File: config.mk
export PLATFORM = sky130hd
export DESIGN_NAME = can_command_check_and_heartbeat
export DESIGN_NICKNAME = d
export VERILOG_FILES = /design/src/cchb_pkg.sv /design/src/cchb_in_stage.sv /design/src/cchb_core.sv /design/src/cchb_out_stage.sv /design/src/can_command_check_and_heartbeat.sv
export SDC_FILE = /design/constraint.sdc
export NUM_CORES = 1
export LEC_CHECK = 0
export ABC_CLOCK_PERIOD_IN_PS = 6600
export BUFFER_PORTS_ARGS = -buffer_cell sky130_fd_sc_hd__buf_4
export CELL_PAD_IN_SITES_DETAIL_PLACEMENT = 0
export CELL_PAD_IN_SITES_GLOBAL_PLACEMENT = 1
export CORE_MARGIN = 4
export CORE_UTILIZATION = 45
export CTS_BUF_LIST = sky130_fd_sc_hd__clkbuf_4 sky130_fd_sc_hd__clkbuf_8
export CTS_CLUSTER_SIZE = 40
export DETAILED_ROUTE_END_ITERATION = 6
export HOLD_SLACK_MARGIN = 0.08
export PLACE_DENSITY = 0.85
export SETUP_SLACK_MARGIN = 0.05
export SKIP_CTS_REPAIR_TIMING = 1
export SLEW_MARGIN = 20
export SYNTH_ARGS = -nofsm -noshare
export SYNTH_HDL_FRONTEND = slang
export SYNTH_SLANG_ARGS = --single-unit
File: constraint.sdc
create_clock -name clk -period 6.6 [get_ports clk]
set_clock_uncertainty 0.05 [all_clocks]
set_input_delay 1.32 -clock clk [delete_from_list [all_inputs] [get_ports clk]]
set_output_delay 1.32 -clock clk [all_outputs]
set_load 0.02 [all_outputs]
File: src/cchb_pkg.sv
// ----------------------------------------------------------------------------
// CAN command check and heartbeat: shared definitions
// Types, codes, register map and the CRC-8 function used by the block.
// ----------------------------------------------------------------------------
package cchb_pkg;

	// Register indexes on the configuration port.
	localparam logic [2:0] REG_NODE_ID      = 3'd0;
	localparam logic [2:0] REG_NODE_STATUS  = 3'd1;
	localparam logic [2:0] REG_COMMAND_ID   = 3'd2;
	localparam logic [2:0] REG_TELEMETRY_ID = 3'd3;
	localparam logic [2:0] REG_HB_BASE_ID   = 3'd4;
	localparam logic [2:0] REG_HB_PERIOD    = 3'd5;

	// Register reset values.
	localparam logic [7:0]  RST_NODE_ID      = 8'd1;
	localparam logic [1:0]  RST_NODE_STATUS  = 2'd0;
	localparam logic [10:0] RST_COMMAND_ID   = 11'h040;
	localparam logic [10:0] RST_TELEMETRY_ID = 11'h120;
	localparam logic [10:0] RST_HB_BASE_ID   = 11'h080;
	localparam logic [7:0]  RST_HB_PERIOD    = 8'd10;

	// Request kinds.
	localparam logic REQ_RX_FRAME = 1'b0;
	localparam logic REQ_TICK     = 1'b1;

	// Result kinds.
	localparam logic [1:0] KIND_STATUS    = 2'd0;
	localparam logic [1:0] KIND_TELEMETRY = 2'd1;
	localparam logic [1:0] KIND_HEARTBEAT = 2'd2;

	// Receive status codes.
	localparam logic [1:0] RXST_NOT_CMD  = 2'd0;
	localparam logic [1:0] RXST_CMD_OK   = 2'd1;
	localparam logic [1:0] RXST_CRC_ERR  = 2'd2;
	localparam logic [1:0] RXST_NONE     = 2'd3;

	// Command byte that clears the counters.
	localparam logic [7:0] CMD_RESET_COUNTS = 8'h01;

	// CRC-8 polynomial and the number of bytes it covers.
	localparam logic [7:0] CRC_POLY  = 8'h07;
	localparam int         CRC_BYTES = 6;

	// Configuration register set.
	typedef struct packed {
		logic [7:0]  node_id;
		logic [1:0]  node_status;
		logic [10:0] command_id;
		logic [10:0] telemetry_id;
		logic [10:0] hb_base_id;
		logic [7:0]  hb_period;
	} cfg_t;

	// Input item after the first stage: CRC checks already reduced to flags.
	typedef struct packed {
		logic        req_type;
		logic        is_cmd;
		logic        crc_ok;
		logic        clear_cmd;
		logic        tlm_accepted;
		logic        hb_accepted;
		logic [63:0] tlm_payload;
	} item_t;

	// One result item.
	typedef struct packed {
		logic [1:0]  kind;
		logic [10:0] frame_id;
		logic [63:0] payload;
		logic [1:0]  rx_status;
		logic [31:0] error_total;
		logic        last;
	} result_t;

	// CRC-8, MSB first, initial value zero, over bytes 0 to 5 of the payload
	// (byte 0 in bits 63 to 56).
	function automatic logic [7:0] crc8_six(input logic [63:0] pl);
		logic [7:0] crc;
		crc = 8'h00;
		for (int i = 0; i < CRC_BYTES; i++) begin
			crc = crc ^ pl[63 - 8 * i -: 8];
			for (int b = 0; b < 8; b++) begin
				if (crc[7]) begin
					crc = {crc[6:0], 1'b0} ^ CRC_POLY;
				end else begin
					crc = {crc[6:0], 1'b0};
				end
			end
		end
		return crc;
	endfunction

endpackage

File: src/cchb_in_stage.sv
// ----------------------------------------------------------------------------
// CAN command check and heartbeat: input stage
// Registers each accepted item and reduces the command check to flags.
// ----------------------------------------------------------------------------
module cchb_in_stage (
	input  logic                 clk,
	input  logic                 arst_n,
	input  logic                 in_valid,
	output logic                 in_ready,
	input  logic                 req_type,
	input  logic [10:0]          frame_id,
	input  logic [63:0]          rx_payload,
	input  logic                 tlm_accepted,
	input  logic                 hb_accepted,
	input  logic [23:0]          latitude,
	input  logic [23:0]          longitude,
	input  logic [7:0]           satellites,
	input  logic [7:0]           fix_kind,
	input  logic [10:0]          command_id,
	input  logic                 take,
	output logic                 valid_s1,
	output cchb_pkg::item_t      item_s1
);

	cchb_pkg::item_t item_d;
	logic            adv;

	// The stage frees when its item moves on in the same cycle.
	assign adv      = valid_s1 && take;
	assign in_ready = !valid_s1 || adv;

	// Command recognition and CRC check of the incoming frame.
	always_comb begin
		item_d.req_type     = req_type;
		item_d.is_cmd       = (frame_id == command_id);
		item_d.crc_ok       = (cchb_pkg::crc8_six(rx_payload) == rx_payload[15:8]);
		item_d.clear_cmd    = (rx_payload[63:56] == cchb_pkg::CMD_RESET_COUNTS);
		item_d.tlm_accepted = tlm_accepted;
		item_d.hb_accepted  = hb_accepted;
		item_d.tlm_payload  = {latitude, longitude, satellites, fix_kind};
	end

	always_ff @(posedge clk or negedge arst_n) begin
		if (!arst_n) begin
			valid_s1 <= 1'b0;
		end else if (in_ready) begin
			valid_s1 <= in_valid;
		end
	end

	always_ff @(posedge clk) begin
		if (in_ready && in_valid) begin
			item_s1 <= item_d;
		end
	end

endmodule

File: src/cchb_core.sv
// ----------------------------------------------------------------------------
// CAN command check and heartbeat: counter core
// Holds the counters and forms the one or two results of each item.
// ----------------------------------------------------------------------------
module cchb_core (
	input  logic                 clk,
	input  logic                 arst_n,
	input  cchb_pkg::cfg_t       cfg,
	input  logic                 adv,
	input  cchb_pkg::item_t      item_s1,
	output cchb_pkg::result_t    res0,
	output cchb_pkg::result_t    res1,
	output logic                 two
);

	logic [7:0]  phase_q;
	logic [15:0] uptime_q;
	logic [31:0] sent_q;
	logic [31:0] recv_q;
	logic [31:0] err_q;

	logic [7:0]  phase_inc;
	logic        hb;
	logic [7:0]  phase_d;
	logic [15:0] uptime_d;
	logic [31:0] sent_tlm;
	logic [31:0] sent_d;
	logic [31:0] recv_inc;
	logic [31:0] recv_d;
	logic [31:0] err_inc;
	logic [31:0] err_d;
	logic [1:0]  sent_step;
	logic [1:0]  rx_st;
	logic [10:0] hb_id;

	assign phase_inc = phase_q + 8'd1;
	assign hb        = (item_s1.req_type == cchb_pkg::REQ_TICK) && (phase_inc >= cfg.hb_period);
	assign recv_inc  = recv_q + 32'd1;
	assign err_inc   = err_q + 32'd1;
	assign sent_tlm  = sent_q + {31'd0, item_s1.tlm_accepted};
	assign sent_step = {1'b0, item_s1.tlm_accepted} + {1'b0, hb && item_s1.hb_accepted};
	assign hb_id     = cfg.hb_base_id + {3'd0, cfg.node_id};

	// Next counter values for either kind of item.
	always_comb begin
		phase_d  = phase_q;
		uptime_d = uptime_q;
		sent_d   = sent_q;
		recv_d   = recv_q;
		err_d    = err_q;
		rx_st    = cchb_pkg::RXST_NOT_CMD;
		if (item_s1.req_type == cchb_pkg::REQ_RX_FRAME) begin
			recv_d = recv_inc;
			if (item_s1.is_cmd) begin
				if (item_s1.crc_ok) begin
					rx_st = cchb_pkg::RXST_CMD_OK;
					if (item_s1.clear_cmd) begin
						sent_d = 32'd0;
						recv_d = 32'd0;
						err_d  = 32'd0;
					end
				end else begin
					rx_st = cchb_pkg::RXST_CRC_ERR;
					err_d = err_inc;
				end
			end
		end else begin
			sent_d = sent_q + {30'd0, sent_step};
			if (!item_s1.tlm_accepted) begin
				err_d = err_inc;
			end
			if (hb) begin
				phase_d  = 8'd0;
				uptime_d = uptime_q + 16'd1;
			end else begin
				phase_d = phase_inc;
			end
		end
	end

	// Result items.
	always_comb begin
		res0.error_total = err_d;
		res1.error_total = err_d;
		if (item_s1.req_type == cchb_pkg::REQ_RX_FRAME) begin
			res0.kind      = cchb_pkg::KIND_STATUS;
			res0.frame_id  = 11'd0;
			res0.payload   = 64'd0;
			res0.rx_status = rx_st;
			res0.last      = 1'b1;
		end else begin
			res0.kind      = cchb_pkg::KIND_TELEMETRY;
			res0.frame_id  = cfg.telemetry_id;
			res0.payload   = item_s1.tlm_payload;
			res0.rx_status = cchb_pkg::RXST_NONE;
			res0.last      = !hb;
		end
		res1.kind      = cchb_pkg::KIND_HEARTBEAT;
		res1.frame_id  = hb_id;
		res1.payload   = {cfg.node_id, 6'd0, cfg.node_status, uptime_q,
			sent_tlm[15:0], recv_q[15:0]};
		res1.rx_status = cchb_pkg::RXST_NONE;
		res1.last      = 1'b1;
		two            = hb;
	end

	always_ff @(posedge clk or negedge arst_n) begin
		if (!arst_n) begin
			phase_q  <= 8'd0;
			uptime_q <= 16'd0;
			sent_q   <= 32'd0;
			recv_q   <= 32'd0;
			err_q    <= 32'd0;
		end else if (adv) begin
			phase_q  <= phase_d;
			uptime_q <= uptime_d;
			sent_q   <= sent_d;
			recv_q   <= recv_d;
			err_q    <= err_d;
		end
	end

endmodule

File: src/cchb_out_stage.sv
// ----------------------------------------------------------------------------
// CAN command check and heartbeat: output stage
// Two result slots; the head slot drives the output, the second follows it.
// ----------------------------------------------------------------------------
module cchb_out_stage (
	input  logic                 clk,
	input  logic                 arst_n,
	input  logic                 load,
	input  cchb_pkg::result_t    res0,
	input  cchb_pkg::result_t    res1,
	input  logic                 two,
	output logic                 free,
	input  logic                 out_ready,
	output logic                 out_valid,
	output cchb_pkg::result_t    out_res
);

	logic              head_valid_q;
	logic              tail_valid_q;
	cchb_pkg::result_t head_q;
	cchb_pkg::result_t tail_q;
	logic              pop;

	assign pop       = head_valid_q && out_ready;
	assign free      = !head_valid_q || (out_ready && !tail_valid_q);
	assign out_valid = head_valid_q;
	assign out_res   = head_q;

	// Slot control: load a new pair, or move the second result to the head.
	always_ff @(posedge clk or negedge arst_n) begin
		if (!arst_n) begin
			head_valid_q <= 1'b0;
			tail_valid_q <= 1'b0;
		end else if (load) begin
			head_valid_q <= 1'b1;
			tail_valid_q <= two;
		end else if (pop) begin
			head_valid_q <= tail_valid_q;
			tail_valid_q <= 1'b0;
		end
	end

	always_ff @(posedge clk) begin
		if (load) begin
			head_q <= res0;
			tail_q <= res1;
		end else if (pop) begin
			head_q <= tail_q;
		end
	end

endmodule

File: src/can_command_check_and_heartbeat.sv
// ----------------------------------------------------------------------------
// CAN command check and heartbeat node
// Checks received command frames by CRC-8, keeps frame counters, and emits
// telemetry on every tick and a heartbeat every heartbeat_period ticks.
//
// Channel   Role     Content
// s_*       input    received frame or tick; s_tuser = request kind
// m_*       output   status, telemetry or heartbeat result; m_tlast = last
// p*        config   APB register port, six registers at 4*i
//
// An item passes an input register and is turned into its results
// combinationally, so one item per cycle is taken while results drain freely. A tick
// that fires a heartbeat yields two results and holds the output for two
// transfers. The input side stalls while a waiting result sees m_tready low,
// and while the second result of a heartbeat tick is still waiting.
// Reset clears all counters and restores the register defaults; no
// clearing pass is needed.
// ----------------------------------------------------------------------------
module can_command_check_and_heartbeat (
	input  logic         clk,
	input  logic         arst_n,
	// Configuration port.
	input  logic         psel,
	input  logic         penable,
	input  logic         pwrite,
	input  logic [4:0]   paddr,
	input  logic [31:0]  pwdata,
	output logic [31:0]  prdata,
	output logic         pready,
	// Input stream.
	input  logic         s_tvalid,
	output logic         s_tready,
	// frame_id[10:0], rx_payload[74:11], tlm_accepted[75], hb_accepted[76],
	// latitude[100:77], longitude[124:101], satellites[132:125],
	// fix_kind[140:133], zero[143:141]
	input  logic [143:0] s_tdata,
	// req_type[0]
	input  logic         s_tuser,
	// Output stream.
	output logic         m_tvalid,
	input  logic         m_tready,
	// out_frame_id[10:0], out_payload[74:11], rx_status[76:75],
	// error_total[108:77], zero[111:109]
	output logic [111:0] m_tdata,
	// out_kind[1:0]
	output logic [1:0]   m_tuser,
	output logic         m_tlast
);

	cchb_pkg::cfg_t    cfg_q;
	cchb_pkg::item_t   item_s1;
	cchb_pkg::result_t res0;
	cchb_pkg::result_t res1;
	cchb_pkg::result_t out_res;
	logic              valid_s1;
	logic              out_free;
	logic              two;
	logic              adv;
	logic              cfg_wr;
	logic [2:0]        reg_idx;

	assign pready  = 1'b1;
	assign reg_idx = paddr[4:2];
	assign cfg_wr  = psel && penable && pwrite && pready;

	// Configuration registers.
	always_ff @(posedge clk or negedge arst_n) begin
		if (!arst_n) begin
			cfg_q.node_id      <= cchb_pkg::RST_NODE_ID;
			cfg_q.node_status  <= cchb_pkg::RST_NODE_STATUS;
			cfg_q.command_id   <= cchb_pkg::RST_COMMAND_ID;
			cfg_q.telemetry_id <= cchb_pkg::RST_TELEMETRY_ID;
			cfg_q.hb_base_id   <= cchb_pkg::RST_HB_BASE_ID;
			cfg_q.hb_period    <= cchb_pkg::RST_HB_PERIOD;
		end else if (cfg_wr) begin
			unique case (reg_idx)
				cchb_pkg::REG_NODE_ID:      cfg_q.node_id      <= pwdata[7:0];
				cchb_pkg::REG_NODE_STATUS:  cfg_q.node_status  <= pwdata[1:0];
				cchb_pkg::REG_COMMAND_ID:   cfg_q.command_id   <= pwdata[10:0];
				cchb_pkg::REG_TELEMETRY_ID: cfg_q.telemetry_id <= pwdata[10:0];
				cchb_pkg::REG_HB_BASE_ID:   cfg_q.hb_base_id   <= pwdata[10:0];
				cchb_pkg::REG_HB_PERIOD:    cfg_q.hb_period    <= pwdata[7:0];
				default: begin
				end
			endcase
		end
	end

	// Register read-back.
	always_comb begin
		unique case (reg_idx)
			cchb_pkg::REG_NODE_ID:      prdata = {24'd0, cfg_q.node_id};
			cchb_pkg::REG_NODE_STATUS:  prdata = {30'd0, cfg_q.node_status};
			cchb_pkg::REG_COMMAND_ID:   prdata = {21'd0, cfg_q.command_id};
			cchb_pkg::REG_TELEMETRY_ID: prdata = {21'd0, cfg_q.telemetry_id};
			cchb_pkg::REG_HB_BASE_ID:   prdata = {21'd0, cfg_q.hb_base_id};
			cchb_pkg::REG_HB_PERIOD:    prdata = {24'd0, cfg_q.hb_period};
			default:                    prdata = 32'd0;
		endcase
	end

	cchb_in_stage u_in (
		.clk          (clk),
		.arst_n       (arst_n),
		.in_valid     (s_tvalid),
		.in_ready     (s_tready),
		.req_type     (s_tuser),
		.frame_id     (s_tdata[10:0]),
		.rx_payload   (s_tdata[74:11]),
		.tlm_accepted (s_tdata[75]),
		.hb_accepted  (s_tdata[76]),
		.latitude     (s_tdata[100:77]),
		.longitude    (s_tdata[124:101]),
		.satellites   (s_tdata[132:125]),
		.fix_kind     (s_tdata[140:133]),
		.command_id   (cfg_q.command_id),
		.take         (out_free),
		.valid_s1     (valid_s1),
		.item_s1      (item_s1)
	);

	assign adv = valid_s1 && out_free;

	cchb_core u_core (
		.clk     (clk),
		.arst_n  (arst_n),
		.cfg     (cfg_q),
		.adv     (adv),
		.item_s1 (item_s1),
		.res0    (res0),
		.res1    (res1),
		.two     (two)
	);

	cchb_out_stage u_out (
		.clk       (clk),
		.arst_n    (arst_n),
		.load      (adv),
		.res0      (res0),
		.res1      (res1),
		.two       (two),
		.free      (out_free),
		.out_ready (m_tready),
		.out_valid (m_tvalid),
		.out_res   (out_res)
	);

	// Output packing.
	assign m_tdata = {3'd0, out_res.error_total, out_res.rx_status, out_res.payload,
		out_res.frame_id};
	assign m_tuser = out_res.kind;
	assign m_tlast = out_res.last;

endmodule

==> metrics.yaml, run 1 <==
peakVddDrop_uv: 562
switching_power_uw: 2950
hp-start: "u_core.uptime_q[15]"
critPathKind: "input port to flop"
power_frac_seq_pct: 38.2
firstDrtPassIters: 5
grt_max_degree: 128
synth_warnings: 0
fin_crit_sh_pct: 70.6
final_cell_mix: "nand2_1, buf_4, edfxtp_1"
row_count: 77
drt-wirelength-per-cell_um: 18.2
clockRootBuffer: "clkbuf_8"
ys_seq_area_share_pct: 59.6
path_common_cell: "xnor3_2"
antenna_cells: 0
crit_path_end: "u_in.item_s1[67]"
cts_buffer_depth: 3
antenna_left: 0
tightest_slew_ns: 1.07
cp_cell_sequence: "buf_4 > inv_1 > ha_1 > xor3_1 > xnor3_2 > xnor3_2 > xor2_1 > xnor2_2 > xnor3_2 > xnor2_2 > xnor2_1 > or3_1 > a2111oi_2"
synth.avg_cell_area_um2: 11.7
rsz0062_at_grt: "no"
rr_worst_depth: 18
cts_tree: "done"
ff2ff_setup_slack_ns: 2.19
fill_cells: 3796
antenna_found_initial: 1
place.gp.congestion: 0.819
hold_viol: 0
clkTransAtPathRegs_ns: 0.06
grt_pass1_wl_um: 75900
maxCapViolCount: 0
crit_start: "s_tdata[73]"
ys_ff_latch: 425
swShare_pct: 31.8
setup_slack_ns: 1.94
critPathLaunchType: "input port"
async_flop_share_pct: 33.4
stdcell_area_mm2: 0.0244
start_util_pct: 45.7
crit_path_max_incr_delay_ns: 0.50
drive_gt1_share_pct: 24.2
fmax_ghz: 0.215
pwr-share-comb_pct: 34.7
p_int_uw: 6340
p_per_area_mw_per_mm2: 381
cp-end-kind: "flop"
final.setup.tns_ns: 0
nets: 2229
hold_class: "flop to flop"
cts_sinks: 425
synth_cell_type_count: 63
syn_to_final_growth_pct: 20.6
cp.required_ns: 6.99
first_global_vias: 14080
track_usage_pct: 19.8
coreArea_mm2: 0.0443
place.port_buffers: 279
p_total_uw: 9280
slew_violations: 0
synth_area_mm2: 0.0202
hpwl_um: 32400
clk_latency_ns: 0.63
grt_overflow: 0
r2r-start: "u_core.phase_q[0]"
setup_viol: 0
io_pins: 339
drc: 0
r2r-end: "u_core.sent_q[14]"
min_path_cells: 0
slew_headroom_pct: 28.1
htreeDepth: 3
die-area_mm2: 0.0484
synth-edff-count: 283
clockPowerShare_pct: 27.1
vias_per_cell: 5.25
postSynthCellCount: 1731
path_max_fanout: 5
ys.flop_type: "edfxtp_1"
detailed_place.area_mm2: 0.0228
cp.arrival_ns: 5.05
fin_crit_ns: 4.66
totalWireLength_um: 48600
numCtsBuffers: 74
fp.dieW_um: 220
num_vias: 13982
p_leak_uw: 0.0107
die_y_um: 220
pre_cts_slack_ns: 1.28
final_common_cell: "nand2_1"
dr.first_iter.drc_count: 1039
outcome: "finished, final reports clean"
cp_slowest_cell: "xnor3_2"
[state kept, by name, indices dropped and copies added, names as in the netlist]
name	count
u_in.valid_s1	1
u_out.out_valid	1
u_core.uptime_q	16
u_core.err_q	32
u_core.phase_q	8
cfg_q	51
u_out.out_res	112
u_core.recv_q	16
u_out.tail_valid_q	1
u_out.tail_q	101
u_core.sent_q	16
u_in.item_s1	70
[cells by family after synthesis]
logic type / synth area share (%)
adders and majority gates: 1.81
buffers and inverters: 3.29
and+or+nand+nor: 13.9
DFF: 59.6
other: 0.0371
xor gates and xnor gates: 9.87
muxes: 4.01
AOI/OAI and AO/OA: 7.48
[critical path, delay by kind of cell]
kind,cells,cell delay (ns)
and+or+nand+nor,1,0.36
adders and majority gates,1,0.32
xor gates and xnor gates,8,2.55
buffers and inverters,2,0.14
AOI/OAI and AO/OA,1,0.35
[cell usage after synthesis, drive strengths merged, types with 34 or more instances]
library cell	n	area, µm²
edfxtp	283	8500
dfrtp	135	3380
a21o	34	255
xor2	53	472
inv	40	150
nand2	333	1250
mux2	46	518
xnor2	107	960
nand3	118	591
a21oi	35	175
o21ai	72	360
nor2	63	236
clkbuf	83	312
[layout make-up]
cell class	count	area [µm²]	share of cell area (%)
Multi-Input combinational cell	1177	7630	31.3
Timing Repair Buffer	294	2240	9.20
Clock buffer	112	1350	5.55
Sequential cell	425	12100	49.4
Inverter	40	155	0.636
Tap cell	592	741	3.04
Clock inverter	25	210	0.862
[per-layer routing]
layer	track usage, %	vias to the layer above	wire length (µm)
met5	0	-	0
met2	33.4	425	24000
met1	25.7	6792	20700
met4	6.78	0	1090
li1	-	6687	-
met3	3.96	78	2740
[through the flow]
step                hold WS [ns]  std cells  utilization (%)
finish                     0.426       2665             55.1
global route               0.448       2665             55.1
CTS                        0.428       2664             55.0
detailed placement         0.406       2527             51.4
global placement           0.405       2527             51.4
floorplan                  0.386       1754                -
[power by group through the flow]
stage	registers, µW	clock network, µW	logic (µW)
6_report	3550	2520	3220
5_1_grt	3590	2740	3550
4_1_cts	3550	2590	3260
3_5_place_dp	3590	0	3250
3_3_place_gp	3580	0	3170
2_1_floorplan	3650	0	2430
[how the worst min path moves through the flow]
stage | endpoint | slack (ns)
after floorplan | u_out.tail_q[83] | 0.39
after global placement | u_out.tail_q[83] | 0.40
after detailed placement | u_out.tail_q[82] | 0.41
after CTS | u_core.uptime_q[15] | 0.43
after global routing | u_out.tail_q[84] | 0.45
final | u_out.tail_q[82] | 0.43
Note: power is estimated with default switching activity, not from simulation.
==> inputs of run 2 (changes only) <==
--- a/config.mk
+++ b/config.mk
@@ -5,7 +5,7 @@
 export SDC_FILE = /design/constraint.sdc
 export NUM_CORES = 1
 export LEC_CHECK = 0
-export ABC_CLOCK_PERIOD_IN_PS = 6600
+export ABC_CLOCK_PERIOD_IN_PS = 4500
 export BUFFER_PORTS_ARGS = -buffer_cell sky130_fd_sc_hd__buf_4
 export CELL_PAD_IN_SITES_DETAIL_PLACEMENT = 0
 export CELL_PAD_IN_SITES_GLOBAL_PLACEMENT = 1
==> constraint.sdc (replaced) <==
create_clock -name clk -period 4.5 [get_ports clk]
set_clock_uncertainty 0.05 [all_clocks]
set_input_delay 0.9 -clock clk [delete_from_list [all_inputs] [get_ports clk]]
set_output_delay 0.9 -clock clk [all_outputs]
set_load 0.02 [all_outputs]
==> run 2 against run 1 <==
Register-to-register slack got worse by 1.6 ns. Worst hold slack got worse by 0.071 ns. Total power increased by 50%. Combinational power increased by 61%. Final cell count increased by 1.2%. Global-route usage increased by 0.20 points. Core utilization increased by 0.46 points. Sequential share of layout area decreased by 0.41 points. Sequential power increased by 46%. First-iteration DRC count decreased by 17%. Worst setup slack got worse by 1.4 ns. Cell area increased by 0.83%. Largest cell class unchanged.
==> metrics.yaml, run 2 (synthesized netlist as in run 1, its figures left out) <==
cp.arrival_ns: 4.40
hold_class: "input port to asynchronous set/reset pin"
outcome: "finished, final reports clean"
critPathKind: "flop to flop"
cp_top_family: "simple AND/OR/NAND/NOR gates"
hold_viol: 0
cp.required_ns: 4.96
totalWireLength_um: 48500
rsz0062_at_grt: "no"
p_total_uw: 13900
crit_buf_inv: 1
cts_buffer_depth: 3
place.gp.congestion: 0.837
firstDrtPassIters: 5
finalNonFillerCells: 2698
crit_path_max_incr_delay_ns: 0.43
slew_headroom_pct: 25.0
nets: 2261
drc: 0
r2r-start: "u_core.phase_q[0]"
track_usage_pct: 20.0
cts_sinks: 425
tightest_slew_ns: 1.12
hpwl_um: 32600
place_inst: 2557
grt_pass1_wl_um: 77100
fill_cells: 3745
grt_overflow: 0
utilization_pct: 55.5
fp.dieW_um: 220
vias_per_cell: 5.21
maxCapViolCount: 0
num_vias: 14063
slew_violations: 0
cp_slowest_cell: "dfrtp_1"
drt-wirelength-per-cell_um: 18.0
place.port_buffers: 279
final.setup.tns_ns: 0
cp-end-kind: "flop"
timing.hold.ws_ns: 0.355
antenna_found_initial: 2
drive_gt1_share_pct: 25.2
fmax_ghz: 0.254
peakVddDrop_uv: 719
first_global_vias: 14659
cts_tree: "done"
die_y_um: 220
critPathLaunchType: "flop"
coreArea_mm2: 0.0443
dr.first_iter.drc_count: 860
p_per_area_mw_per_mm2: 566
numCtsBuffers: 75
path_common_cell: "a21o_1"
antenna_left: 0
syn_to_final_growth_pct: 21.6
p_leak_uw: 0.0108
path_max_fanout: 6
clockRootBuffer: "clkbuf_8"
largest_register_ffs: 112
io_pins: 339
final_common_cell: "nand2_1"
final_cell_mix: "nand2_1, buf_4, edfxtp_1"
start_util_pct: 45.7
cp_cell_sequence: "ha_1 > xor2_1 > ha_1 > a21o_1 > a21o_1 > a21o_1 > a21o_1 > a21o_1 > a21oi_2 > nor2b_1 > nand2_1 > fa_1 > inv_1 > nand3_1 > nor3_1 > nand2_1 > o211ai_1 > o31ai_1"
crit_start: "u_core.phase_q[0]"
clk_latency_ns: 0.63
fin_crit_ns: 3.94
grt_max_degree: 202
die-area_mm2: 0.0484
fin_crit_sh_pct: 87.6
row_count: 77
clkTransAtPathRegs_ns: 0.06
setup_viol: 0
htreeDepth: 3
run 2: path summary, 6_finish.rpt:
kind	end	slack, ns	depth (start not counted)
max	u_core.sent_q[13]	0.56	18
min	cfg_q[26]	0.35	1
max reg2reg	u_core.sent_q[13]	0.56	18
min reg2reg	u_out.tail_q[50]	0.41	0
max in group asynchronous	cfg_q[36]	3.08	2
min in group clk	u_in.item_s1[27]	0.39	1
run 2: cell type report:
class                      count  area [µm²]  share of cell area (%)
antenna                        1        2.50                  0.0102
clock buffer                 111        1330                    5.42
clock inverter                27         166                   0.676
inverter                      40         155                   0.631
multi-input combinational   1177        7620                    31.0
sequential                   425       12100                    49.0
tap                          592         741                    3.01
timing repair buffer         325        2520                    10.2
run 2: worst register-to-register path, cell delays in order (launching register included):
cell      delay, ns
dfrtp_1        0.43
ha_1           0.28
xor2_1         0.18
ha_1           0.28
a21o_1         0.10
a21o_1         0.11
a21o_1         0.10
a21o_1         0.11
a21o_1         0.14
a21oi_2        0.08
nor2b_1        0.31
nand2_1        0.13
fa_1           0.37
inv_1          0.08
nand3_1        0.16
nor3_1         0.39
nand2_1        0.22
o211ai_1       0.20
o31ai_1        0.09
run 2: power by group:
part           total (µW)  switching [µW]  internal, µW
logic                5180            2510          2680
clock network        3560            1590          1970
registers            5190             347          4840
total               13900            4450          9480
run 2: per-stage QoR:
stage	setup WS, ns	area [µm²]
global placement	-0.00551	23000
global route	0.130	24600
finish	0.559	24600
CTS	0.547	24500
detailed placement	-0.0780	23000
floorplan	0.142	20300
run 2: metal layers:
layer,GRT usage (%),up-vias,wire length (µm),part of all wire [%]
li1,-,6750,-,-
met1,25.7,6822,20500,42
met2,33.9,409,24000,49
met3,4.18,80,2830,5.8
met4,7.05,2,1170,2.4
met5,0,-,20,0.041
==> inputs of run 3 (changes only) <==
--- a/config.mk
+++ b/config.mk
@@ -15,10 +15,11 @@
 export CTS_CLUSTER_SIZE = 40
 export DETAILED_ROUTE_END_ITERATION = 6
 export HOLD_SLACK_MARGIN = 0.08
-export PLACE_DENSITY = 0.85
+export PLACE_DENSITY = 0.83
 export SETUP_SLACK_MARGIN = 0.05
 export SKIP_CTS_REPAIR_TIMING = 1
 export SLEW_MARGIN = 20
 export SYNTH_ARGS = -nofsm -noshare
 export SYNTH_HDL_FRONTEND = slang
+export SYNTH_HIERARCHICAL = 1
 export SYNTH_SLANG_ARGS = --single-unit
==> run 3 against run 2 <==
Flip-flop and latch count grew 11. First-iteration DRC count grew 9.5%. Non-clock buffer count grew 8. Fmax shrank 6.2%. Critical path depth shrank 1. Total power grew 24%. Worst hold slack lost 0.049 ns. Highest routed layer is now met4. Cell area grew 7.5%. Global-route usage shrank 1.2 points.
==> metrics.yaml, run 3 <==
outcome: "finished, final reports clean"
cts_buffer_depth: 3
yosysTopAreaCellShare_pct: 39.5
ys_seq_area_share_pct: 55.4
io_pins: 339
path_max_fanout: 7
synth.avg_cell_area_um2: 12.9
synth_area_mm2: 0.0224
clkTransAtPathRegs_ns: 0.06
fill_cells: 4191
top_layer: "met4"
start_util_pct: 45.6
rr_worst_depth: 17
syn_to_final_growth_pct: 18.3
maxCapViolCount: 0
stdcell_area_mm2: 0.0264
fin_crit_ns: 4.20
critPathLaunchType: "flop"
synth_warnings: 6
p_leak_uw: 0.0111
drive_gt1_share_pct: 33.3
firstDrtPassIters: 5
final_common_cell: "buf_4"
synth_top_area_cell: "edfxtp_1"
final_cell_mix: "buf_4, edfxtp_1, mux2_2"
slew_headroom_pct: 27.4
utilization_pct: 53.9
synth_cell_type_count: 82
place.port_buffers: 279
multi_input_area_mm2: 0.00899
dr.first_iter.drc_count: 942
row_count: 81
ys_ff_latch: 436
totalWireLength_um: 51300
drt-wirelength-per-cell_um: 18.7
fp.dieW_um: 231
drc: 0
antenna_left: 0
tightest_slew_ns: 1.09
grt_pass1_wl_um: 79800
critPathKind: "flop to flop"
antenna_found_initial: 1
ys_top_cells_by_area: "edfxtp_1, dfrtp_1, mux2_2"
nets: 2232
final.setup.tns_ns: 0
timing.hold.ws_ns: 0.306
p_per_area_mw_per_mm2: 655
wl_met3_um: 3690
vias_per_cell: 5.21
track_usage_pct: 18.8
numCtsBuffers: 72
clockRootBuffer: "clkbuf_8"
fin_crit_sh_pct: 93.3
die_y_um: 231
register_area_mm2: 0.0124
wl_met2_um: 23700
place.gp.congestion: 0.885
cp.required_ns: 4.97
cts_tree: "done"
yosysMostFrequentCell: "edfxtp_1"
p_total_uw: 17300
postSynthCellCount: 1732
hold_class: "input port to asynchronous set/reset pin"
hold_viol: 0
first_global_vias: 14547
ff2ff_setup_slack_ns: 0.30
detailed_place.area_mm2: 0.0248
cp.arrival_ns: 4.68
r2r-end: "u_core/sent_q[11]"
clk_latency_ns: 0.63
num_vias: 14274
cts_sinks: 436
die-area_mm2: 0.0533
r2r-start: "u_core/phase_q[0]"
rsz0062_at_grt: "no"
setup_viol: 0
synth-edff-count: 294
m1WireLength_um: 22700
grt_overflow: 0
synth_common_cells: "edfxtp_1, mux2_2, dfrtp_1"
grt_max_degree: 102
slew_violations: 0
async_flop_share_pct: 32.6
cp-end-kind: "flop"
fmax_ghz: 0.238
ys.flop_type: "edfxtp_1"
hpwl_um: 35500
htreeDepth: 3
coreArea_mm2: 0.0491
peakVddDrop_uv: 976
run 3: cell type report:
class                   count  area share (%)
clock inverters            28           0.894
clock buffers             103            4.96
inverters                  39           0.554
repair buffers            333            9.57
diodes                      2          0.0189
flip-flops and latches    436            46.9
multi-input cells        1133            34.0
well taps                 664            3.14
run 3: stage by stage:
stage / worst slack (ns) / std cells
after global routing: 0.0820 / 2737
after CTS: 0.0107 / 2735
after global placement: -0.172 / 2604
after floorplan: 0.0537 / 1765
final: 0.299 / 2738
after detailed placement: -0.252 / 2604
run 3: cells by family after synthesis:
family | after synthesis | share of synthesized area [%]
adders and majority gates | 28 | 1.63
DFF | 436 | 55.4
other | 4 | 0.0671
muxes | 205 | 11.0
buffers and inverters | 196 | 5.28
AOI/OAI and AO/OA | 196 | 5.43
xor gates and xnor gates | 187 | 9.68
and+or+nand+nor | 480 | 11.5
run 3: worst max path at each step:
| stage | from | endpoint | slack (ns) | cells past startpoint |
|---|---|---|---|---|
| 2_1_floorplan | s_tdata[69] | u_in/item_s1[67] | 0.05 | 11 |
| 3_5_place_dp | s_tdata[69] | u_in/item_s1[67] | -0.25 | 12 |
| 5_1_grt | u_core/phase_q[0] | u_core/sent_q[13] | 0.08 | 17 |
| 3_3_place_gp | s_tdata[69] | u_in/item_s1[67] | -0.17 | 12 |
| 4_1_cts | u_core/phase_q[1] | u_core/sent_q[13] | 0.01 | 17 |
| 6_report | u_core/phase_q[0] | u_core/sent_q[11] | 0.30 | 17 |
run 3: layer usage:
| metal | up-vias | track usage [%] |
|---|---|---|
| li1 | 6729 | - |
| met1 | 7063 | 25.1 |
| met2 | 410 | 29.7 |
| met3 | 72 | 5.03 |
| met4 | 0 | 6.88 |
| met5 | - | 0 |
run 3: critical path: stages (launching register included):
cell and delay, ns:
dfrtp_1 0.40, buf_4 0.15, and3_1 0.17, nand3_1 0.11, xnor2_1 0.17, ha_1 0.30
nand4_1 0.08, or3_1 0.41, a31oi_2 0.24, nand2_1 0.11, inv_2 0.11, nand2_1 0.09
fa_2 0.36, or4_4 0.55, nor2_2 0.12, nand3_2 0.14, or3_1 0.34, a21oi_1 0.17
run 3: power by group:
group / leakage [µW] / internal (µW) / switching (µW)
logic: 0.00549 / 3940 / 3570
registers: 0.00477 / 5570 / 545
clock network: 0.000815 / 2110 / 1580
total: 0.0111 / 11600 / 5700
